===== src/hdl/cda_pkg.sv =====
package cda_pkg;

	// register indexes on the configuration port
	localparam int CFG_IDX_W = 1;
	localparam int CFG_DATA_W = 20;
	typedef enum logic [CFG_IDX_W-1:0] {
		REG_TOLERANCE = 1'b0,
		REG_PRECISION = 1'b1
	} cfg_reg_t;

	// result codes
	typedef enum logic [1:0] {
		ERR_NONE  = 2'd0,
		ERR_PERM  = 2'd1,
		ERR_INVAL = 2'd2
	} err_code_t;

	// mode bits
	localparam int MB_OFFSET  = 0;
	localparam int MB_FREQ    = 1;
	localparam int MB_MAXERR  = 2;
	localparam int MB_ESTERR  = 3;
	localparam int MB_STATUS  = 4;
	localparam int MB_TCONST  = 5;
	localparam int MB_TICK    = 14;
	localparam logic [15:0] MODE_SINGLE_SHOT = 16'h8001;

	// clock status codes
	localparam logic [7:0] STATUS_OK  = 8'd0;
	localparam logic [7:0] STATUS_BAD = 8'd4;

	// tick range is these numerators over the tick rate
	localparam int TICK_LO_NUM = 900000;
	localparam int TICK_HI_NUM = 1100000;

	// reset values
	localparam logic [9:0]  TOL_RST   = 10'd100;
	localparam logic [19:0] PREC_RST  = 20'd1;
	localparam logic [31:0] ERR_RST   = 32'h7000_0000;
	localparam logic [15:0] TICK_RST  = 16'd10000;

	// one adjust request
	typedef struct packed {
		logic [15:0]        mode;
		logic               privileged;
		logic signed [31:0] offset_in;
		logic signed [31:0] frequency_in;
		logic signed [31:0] maxerror_in;
		logic signed [31:0] esterror_in;
		logic [7:0]         status_in;
		logic [4:0]         tconst_in;
		logic [15:0]        tick_in;
		logic [31:0]        now_seconds;
	} req_t;

	// one readback result
	typedef struct packed {
		err_code_t          error_code;
		logic signed [31:0] adjust_out;
		logic signed [31:0] frequency_out;
		logic signed [31:0] maxerror_out;
		logic signed [31:0] esterror_out;
		logic [7:0]         status_out;
		logic [4:0]         tconst_out;
		logic [15:0]        tick_out;
		logic [19:0]        precision_out;
		logic [9:0]         tolerance_out;
	} rsp_t;

endpackage


===== src/hdl/clock_discipline_adjust_top.sv =====
// Clock discipline adjust: takes one adjust request per transaction on the s_ side and
// returns one readback result per request on the m_ side, in order. A request enters an
// input register, then the checks, field writes and frequency steer (one 19x11 multiply,
// variable shift, add and clamp against the tolerance) run combinationally into the
// result register, so a request can be taken on every clock unless the output stalls; its
// result passes both registers. The clock state is updated at the same edge the result is
// loaded, so each request sees the state left by the one before. Results stall in the
// output register while m_tready is low; the input register keeps accepting until it
// too is full. m_tuser carries the error code; a failed request leaves the state unchanged
// and returns zero in every m_tdata field. tolerance and precision are set through the
// cfg port, which is always ready and should only be written while the block is idle.
module clock_discipline_adjust_top #(
	parameter int PHASE_SHIFT = 12,
	parameter int FREQ_SHIFT = 16,
	parameter int MAX_ELAPSED = 1024,
	parameter int TICK_RATE = 100
) (
	input  logic         clk,
	input  logic         arst_n,
	// configuration write
	input  logic                          cfg_valid,
	output logic                          cfg_ready,
	input  logic [cda_pkg::CFG_IDX_W-1:0] cfg_index,
	input  logic [cda_pkg::CFG_DATA_W-1:0] cfg_data,
	// request stream
	input  logic         s_tvalid,
	output logic         s_tready,
	// offset_in, frequency_in, maxerror_in, esterror_in, status_in, tconst_in,
	// tick_in, now_seconds, zero pad
	input  logic [191:0] s_tdata,
	// mode, privileged
	input  logic [16:0]  s_tuser,
	// result stream
	output logic         m_tvalid,
	input  logic         m_tready,
	// adjust_out, frequency_out, maxerror_out, esterror_out, status_out, tconst_out,
	// tick_out, precision_out, tolerance_out, zero pad
	output logic [191:0] m_tdata,
	// error_code
	output logic [1:0]   m_tuser
);
	import cda_pkg::*;

	logic [9:0]  tol_q;
	logic [19:0] prec_q;
	req_t        req_in;
	req_t        req_s1;
	logic        valid_s1;
	logic        advance;
	logic        commit;
	err_code_t   err;
	rsp_t        rsp;
	rsp_t        out_q;
	logic        out_valid_q;

	// configuration registers
	assign cfg_ready = 1'b1;
	always_ff @(posedge clk or negedge arst_n) begin
		if (!arst_n) begin
			tol_q <= TOL_RST;
			prec_q <= PREC_RST;
		end else if (cfg_valid && cfg_ready) begin
			unique case (cfg_index)
				REG_TOLERANCE: tol_q <= cfg_data[9:0];
				REG_PRECISION: prec_q <= cfg_data;
				default: ;
			endcase
		end
	end

	// unpack request
	always_comb begin
		req_in.mode = s_tuser[15:0];
		req_in.privileged = s_tuser[16];
		req_in.offset_in = s_tdata[31:0];
		req_in.frequency_in = s_tdata[63:32];
		req_in.maxerror_in = s_tdata[95:64];
		req_in.esterror_in = s_tdata[127:96];
		req_in.status_in = s_tdata[135:128];
		req_in.tconst_in = s_tdata[140:136];
		req_in.tick_in = s_tdata[156:141];
		req_in.now_seconds = s_tdata[188:157];
	end

	// handshake
	assign advance = !out_valid_q || m_tready;
	assign s_tready = !valid_s1 || advance;
	assign commit = valid_s1 && advance;

	// input register
	always_ff @(posedge clk or negedge arst_n) begin
		if (!arst_n) begin
			valid_s1 <= 1'b0;
		end else if (s_tready) begin
			valid_s1 <= s_tvalid;
		end
	end

	always_ff @(posedge clk) begin
		if (s_tvalid && s_tready) begin
			req_s1 <= req_in;
		end
	end

	cda_check #(
		.PHASE_SHIFT(PHASE_SHIFT),
		.TICK_RATE(TICK_RATE)
	) u_check (
		.req(req_s1),
		.err(err)
	);

	cda_update #(
		.PHASE_SHIFT(PHASE_SHIFT),
		.FREQ_SHIFT(FREQ_SHIFT),
		.MAX_ELAPSED(MAX_ELAPSED)
	) u_update (
		.clk(clk),
		.arst_n(arst_n),
		.commit(commit),
		.req(req_s1),
		.err(err),
		.tolerance(tol_q),
		.precision(prec_q),
		.rsp(rsp)
	);

	// result register
	always_ff @(posedge clk or negedge arst_n) begin
		if (!arst_n) begin
			out_valid_q <= 1'b0;
		end else if (advance) begin
			out_valid_q <= valid_s1;
		end
	end

	always_ff @(posedge clk) begin
		if (commit) begin
			out_q <= rsp;
		end
	end

	// pack result
	assign m_tvalid = out_valid_q;
	assign m_tuser = out_q.error_code;
	assign m_tdata = {5'd0, out_q.tolerance_out, out_q.precision_out, out_q.tick_out,
		out_q.tconst_out, out_q.status_out, out_q.esterror_out, out_q.maxerror_out,
		out_q.frequency_out, out_q.adjust_out};

`ifndef SYNTHESIS
	a_err_zero: assert property (@(posedge clk) disable iff (!arst_n)
		(m_tvalid && m_tuser != ERR_NONE) |-> (m_tdata == '0))
		else $error("failed request carries nonzero readback");

	a_ready_only_stall: assert property (@(posedge clk) disable iff (!arst_n)
		!s_tready |-> (m_tvalid && !m_tready))
		else $error("input blocked without output stall");

	a_commit_shows: assert property (@(posedge clk) disable iff (!arst_n)
		commit |=> m_tvalid)
		else $error("processed request did not reach the output");
`endif

endmodule


===== src/hdl/cda_check.sv =====
module cda_check #(
	parameter int PHASE_SHIFT = 12,
	parameter int TICK_RATE = 100
) (
	input  cda_pkg::req_t    req,
	output cda_pkg::err_code_t err
);
	import cda_pkg::*;

	localparam logic signed [32:0] PHASE_LIM = 33'sd1 <<< (31 - PHASE_SHIFT);
	localparam logic [15:0] TICK_MIN = 16'(TICK_LO_NUM / TICK_RATE);
	localparam logic [15:0] TICK_MAX = 16'(TICK_HI_NUM / TICK_RATE);

	logic signed [32:0] off_x;
	logic off_bad;
	logic tick_bad;

	assign off_x = 33'(req.offset_in);
	assign off_bad = (off_x >= PHASE_LIM) || (off_x <= -PHASE_LIM);
	assign tick_bad = (req.tick_in < TICK_MIN) || (req.tick_in > TICK_MAX);

	// checks in priority order
	always_comb begin
		err = ERR_NONE;
		if (req.mode != '0 && !req.privileged) begin
			err = ERR_PERM;
		end else if (req.mode[MB_OFFSET] && off_bad) begin
			err = ERR_INVAL;
		end else if (req.mode[MB_STATUS] && req.status_in > STATUS_BAD) begin
			err = ERR_INVAL;
		end else if (req.mode[MB_TICK] && tick_bad) begin
			err = ERR_INVAL;
		end
	end

endmodule


===== src/hdl/cda_update.sv =====
module cda_update #(
	parameter int PHASE_SHIFT = 12,
	parameter int FREQ_SHIFT = 16,
	parameter int MAX_ELAPSED = 1024
) (
	input  logic               clk,
	input  logic               arst_n,
	input  logic               commit,
	input  cda_pkg::req_t      req,
	input  cda_pkg::err_code_t err,
	input  logic [9:0]         tolerance,
	input  logic [19:0]        precision,
	output cda_pkg::rsp_t      rsp
);
	import cda_pkg::*;

	localparam int FREQW = FREQ_SHIFT + 16;
	localparam int OFFW = 31 - PHASE_SHIFT;
	localparam int ELW = $clog2(MAX_ELAPSED + 3);
	localparam int MAGW = OFFW + ELW;
	localparam int SUMW = ((MAGW > FREQW) ? MAGW : FREQW) + 2;
	localparam logic [31:0] EL_MAX = 32'(MAX_ELAPSED + 2);

	logic [7:0]              status_q, status_n, status_base;
	logic signed [FREQW-1:0] freq_q, freq_n, freq_base, freq_steer;
	logic [31:0]             adjust_q, adjust_n;
	logic [31:0]             ref_sec_q, ref_sec_n;
	logic [31:0]             maxerr_q, maxerr_n;
	logic [31:0]             esterr_q, esterr_n;
	logic [4:0]              tconst_q, tconst_n;
	logic [15:0]             tick_q, tick_n;

	logic                    upd;
	logic                    single_shot;
	logic                    steer;
	logic [31:0]             elapsed;
	logic [ELW-1:0]          el;
	logic [31:0]             off_abs;
	logic [MAGW-1:0]         prod;
	logic [MAGW-1:0]         mag;
	logic [5:0]              shamt;
	logic signed [SUMW-1:0]  sum;
	logic signed [SUMW-1:0]  tol_lim;
	logic signed [FREQW:0]   freq_rnd;
	logic signed [FREQW:0]   freq_rd;

	assign upd = (req.mode != '0);
	assign single_shot = (req.mode == MODE_SINGLE_SHOT);
	assign steer = req.mode[MB_OFFSET] && !single_shot;

	// field writes selected by mode
	assign status_base = (upd && status_q == STATUS_BAD) ? STATUS_OK : status_q;
	assign status_n = req.mode[MB_STATUS] ? req.status_in : status_base;
	assign freq_base = req.mode[MB_FREQ] ?
		(FREQW'(req.frequency_in) <<< (FREQ_SHIFT - 16)) : freq_q;
	assign maxerr_n = req.mode[MB_MAXERR] ? req.maxerror_in : maxerr_q;
	assign esterr_n = req.mode[MB_ESTERR] ? req.esterror_in : esterr_q;
	assign tconst_n = req.mode[MB_TCONST] ? req.tconst_in : tconst_q;
	assign tick_n = req.mode[MB_TICK] ? req.tick_in : tick_q;
	assign adjust_n = single_shot ? req.offset_in : adjust_q;
	assign ref_sec_n = steer ? req.now_seconds : ref_sec_q;

	// elapsed seconds, zero when negative or too large
	assign elapsed = req.now_seconds - ref_sec_q;
	assign el = (!elapsed[31] && elapsed <= EL_MAX) ? elapsed[ELW-1:0] : '0;

	// frequency steer: |offset| * elapsed >> 2*tconst, sign of offset
	assign off_abs = req.offset_in[31] ? (32'd0 - req.offset_in) : req.offset_in;
	assign prod = MAGW'(off_abs[OFFW-1:0]) * MAGW'(el);
	assign shamt = {tconst_n, 1'b0};
	assign mag = prod >> shamt;
	assign sum = req.offset_in[31] ?
		(SUMW'(freq_base) - $signed(SUMW'(mag))) :
		(SUMW'(freq_base) + $signed(SUMW'(mag)));
	assign tol_lim = $signed(SUMW'(tolerance)) <<< FREQ_SHIFT;

	// clamp to the tolerance
	always_comb begin
		if (sum > tol_lim) begin
			freq_steer = FREQW'(tol_lim);
		end else if (sum < -tol_lim) begin
			freq_steer = FREQW'(-tol_lim);
		end else begin
			freq_steer = FREQW'(sum);
		end
	end

	assign freq_n = steer ? freq_steer : freq_base;

	// readback rounding
	assign freq_rnd = (FREQW+1)'(freq_n) + (FREQW+1)'(1);
	assign freq_rd = freq_rnd >>> (FREQ_SHIFT - 16);

	// clock state
	always_ff @(posedge clk or negedge arst_n) begin
		if (!arst_n) begin
			status_q <= STATUS_BAD;
			freq_q <= '0;
			adjust_q <= '0;
			ref_sec_q <= '0;
			maxerr_q <= ERR_RST;
			esterr_q <= ERR_RST;
			tconst_q <= '0;
			tick_q <= TICK_RST;
		end else if (commit && err == ERR_NONE && upd) begin
			status_q <= status_n;
			freq_q <= freq_n;
			adjust_q <= adjust_n;
			ref_sec_q <= ref_sec_n;
			maxerr_q <= maxerr_n;
			esterr_q <= esterr_n;
			tconst_q <= tconst_n;
			tick_q <= tick_n;
		end
	end

	// result: state after this request, adjust_out from before it, all zero on error
	always_comb begin
		rsp = '0;
		rsp.error_code = err;
		if (err == ERR_NONE) begin
			rsp.adjust_out = adjust_q;
			rsp.frequency_out = freq_rd[31:0];
			rsp.maxerror_out = maxerr_n;
			rsp.esterror_out = esterr_n;
			rsp.status_out = status_n;
			rsp.tconst_out = tconst_n;
			rsp.tick_out = tick_n;
			rsp.precision_out = precision;
			rsp.tolerance_out = tolerance;
		end
	end

endmodule

===== config.mk =====
export PLATFORM = sky130hd
export DESIGN_NAME = clock_discipline_adjust_top
export DESIGN_NICKNAME = d
export VERILOG_FILES = /design/src/hdl/cda_pkg.sv /design/src/hdl/clock_discipline_adjust_top.sv /design/src/hdl/cda_check.sv /design/src/hdl/cda_update.sv
export SDC_FILE = /design/constraint.sdc
export NUM_CORES = 2
export LEC_CHECK = 0
export BUFFER_PORTS_ARGS = -buffer_cell sky130_fd_sc_hd__buf_4
export CORE_MARGIN = 3
export CORE_UTILIZATION = 35
export CTS_CLUSTER_DIAMETER = 80
export DETAILED_ROUTE_END_ITERATION = 8
export PLACE_DENSITY = 0.52
export SETUP_SLACK_MARGIN = 0.2
export SLEW_MARGIN = 10
export SYNTH_ARGS = -nofsm -noshare
export SYNTH_HDL_FRONTEND = slang
export SYNTH_SLANG_ARGS = --single-unit

===== constraint.sdc =====
create_clock -name clk -period 24 [get_ports clk]
set_input_delay 2.4 -clock clk [delete_from_list [all_inputs] [get_ports clk]]
set_output_delay 2.4 -clock clk [all_outputs]
set_load 0.03 [all_outputs]

==> results by group <==
Outcome
  – Status: finished clean

Synth
  – Ranking of synthesized cells by area: edfxtp_1 (30%), dfrtp_1 (13%), fa_1 (7.8%), ha_1 (5.0%), mux2_2 (4.7%)
  – Most common library cells after synthesis: nand2_1 (448), edfxtp_1 (395), nor2_1 (293)
  – Average cell area after synthesis: 10.4 um^2
  – Largest area contributor in the netlist: edfxtp_1
  – Synth Instances: 3773
  – Distinct cells, synth: 109
  – Synthesized flop and latch total: slightly above 600
  – Share of the synthesized area in the top cell type: between 30% and 40%
  – Yosys warns: 0
  – Async S/R FF share, synth: a little over a third
  – Post-synth top flop: edfxtp_1
  – Seq/Total Area, Yosys: 44.3%
  – Most frequent cell after synthesis: nand2_1
  – Post-synth EDFFs: 395
  – Cell area after synthesis: 39300 um^2

Timing
  – Final Hold Vio Count: 0
  – Fin crit share: approximately 92%
  – Clk_skew: approximately 0.052 ns
  – Rel. slew slack: a little under a fifth
  – RSZ-0062 raised after global routing: no
  – Tmin final: 22.13 ns
  – Slew @ Worst Pin: 1.23 ns
  – F_max: between 40 and 50 MHz
  – Slew Limit Fails: 0
  – Setup TNS: 0 ns
  – Final setup violation count: 0

Layout
  – Area grow syn2layout: 18.8%
  – Final Cell Area: 46700 um^2
  – Share of cells above drive strength 1: 20.1%
  – Fillers: 10900
  – Final net count: about 4700
  – Post-Layout Cell Count: 5724
  – Post-layout util: a little over two fifths

Floorplan
  – Core area: around 110000 um^2
  – Row count: approximately 120
  – Die H: 341 um
  – Chip width: 341 um
  – Initial Utilization: 35.4%
  – Die area: between 100000 and 150000 um^2
  – I/O pin cnt: 432

Clock network
  – Clk root buf: clkbuf_16
  – # clock sinks: 616
  – Bufs on Longest Clock Path: 3
  – Hold buffer count at cts: 0
  – CTS clk-pin slew, worst paths: 0.06 ns
  – Clk Latency, worst-skew pair: 0.67 ns
  – Max H-tree Level: 3
  – Post-CTS resize count: 0
  – Num CTS Buffers: 73
  – Post-CTS Setup Bufs: 0
  – CTS tree: yes

Placement
  – Post-Place Cells: ~5600
  – Cell Area, Placed: around 44000 um^2
  – DP Wirelength: between 80 and 90 mm
  – I/O Buffers: 422
  – Gpl congestion: approximately 0.9

Setup path
  – WP data required: 24.39 ns
  – CP peak stage delay: 0.63 ns
  – Critical path arrival: about 23 ns
  – CP max stage cell: nor2_1
  – Critical Path Fanout Max: 20
  – CP Class: reg2reg
  – CP startpoint kind: flop
  – Worst setup EP type: flop

Drt
  – Vias: 29800
  – Wire per inst: 20.7 um
  – WL final: between 100 and 150 mm
  – Post-detailed-route count of antenna-violating nets: 0
  – DRT Pass-1 Iters: 5
  – Initial DRC count: 2065
  – Drt via density: 5.21
  – DRC viols: 0

GRT
  – Initial antenna violation count: 14
  – Vias in the first global route: between 20000 and 30000
  – Total gr overflow: 0
  – Gr usage total: 20.2%
  – First-pass GRT wire length: 182 mm
  – Pin count of the biggest net entering global routing: 77

Run
  – Max-cap viol count: 0

Power
  – Pwr dens: 82.5 nW/um^2
  – Leak pwr: 19.7 nW
  – VDD IR max: 0.0000490 V

Min path
  – HP Class: reg2reg
==> sequential cells by signal, summed over array words and instances (netlist names) <==
name	flops
m_tdata	187
m_tuser	2
m_tvalid	1
prec_q	20
req_s1	206
tol_q	10
u_update.adjust_q	32
u_update.esterr_q	32
u_update.freq_q	32
u_update.maxerr_q	32
u_update.ref_sec_q	32
u_update.status_q	8
u_update.tconst_q	5
u_update.tick_q	16
valid_s1	1
==> metal layers <==
metal	share of wire (%)	track usage, %	vias up	routed length (um)
li1	-	-	14200	-
met1	45	27.6	14600	53000
met2	46	32.5	860	55100
met3	6.4	4.21	166	7650
met4	2.4	5.40	8	2820
met5	0.052	0	-	62
==> critical path: cells and delay by family (launching register included) <==
kind,cells,cell delay [ns]
AOI/OAI and AO/OA,29,6.85
xor gates and xnor gates,2,0.41
adders and majority gates,11,4.59
buffers and inverters,7,0.75
DFF,1,0.39
muxes,1,0.47
and+or+nand+nor,32,8.35
==> power breakdown <==
group          switching, mW  internal, mW  total [mW]
Sequential            0.0594          1.26        1.32
Clock                  0.470         0.650        1.12
Combinational          0.901         0.513        1.41
Total                   1.43          2.43        3.86
==> logic make-up after synthesis <==
group	share of synthesized area, %
flip-flops	44.3
XOR/XNOR	2.85
multiplexers	7.86
adder cells (fa/ha/maj)	12.9
other	0.0191
AND/OR/NAND/NOR	16.0
AO/OA/AOI/OAI	11.7
buffers and inverters	4.50
==> placed cells by master, fill, tap and decap left out, types with 43 or more instances in the layout <==
cell type,synthesis,routed
a21o_1,43,43
a21oi_1,155,155
and2_1,142,140
buf_4,6,488
clkbuf_16,0,73
dfrtp_1,205,205
edfxtp_1,395,395
fa_1,154,154
ha_1,158,158
inv_1,283,283
mux2_2,165,165
mux2i_1,119,117
nand2_1,448,447
nand3_1,65,64
nor2_1,293,291
nor3_1,78,78
o21ai_0,134,134
xnor2_1,74,74
xor2_1,54,54
==> metrics by stage <==
stage	worst slack [ns]	total power [mW]	hold slack, ns
final	1.87	3.86	0.462
after global routing	0.432	4.09	0.484
after CTS	1.67	3.89	0.469
after detailed placement	1.72	2.74	0.455
after global placement	1.87	2.74	0.449
after floorplan	6.21	2.31	0.438
==> path summary, 6_finish.rpt <==
check	start	end	slack (ns)	cells past startpoint
worst max register to register	u_update.ref_sec_q[1]	m_tdata[52]	1.87	82
min in group asynchronous	arst_n	u_update.adjust_q[24]	1.66	1
worst max-delay path	u_update.ref_sec_q[1]	m_tdata[52]	1.87	82
worst min-delay path	u_update.adjust_q[5]	u_update.adjust_q[5]	0.46	2
worst min register to register	u_update.adjust_q[5]	u_update.adjust_q[5]	0.46	2
max in group asynchronous	arst_n	u_update.ref_sec_q[10]	20.20	3
==> cell type report <==
class | instances | area [um^2] | share of cell area, %
Multi-Input combinational cell | 2704 | 20300 | 43.3
Sequential cell | 616 | 17400 | 37.2
Timing Repair Buffer | 489 | 3680 | 7.87
Clock buffer | 104 | 2000 | 4.28
Tap cell | 1488 | 1860 | 3.98
Inverter | 285 | 1070 | 2.29
Clock inverter | 31 | 453 | 0.969
Antenna cell | 7 | 17.5 | 0.0375
Power figures use the tool's default switching activity.
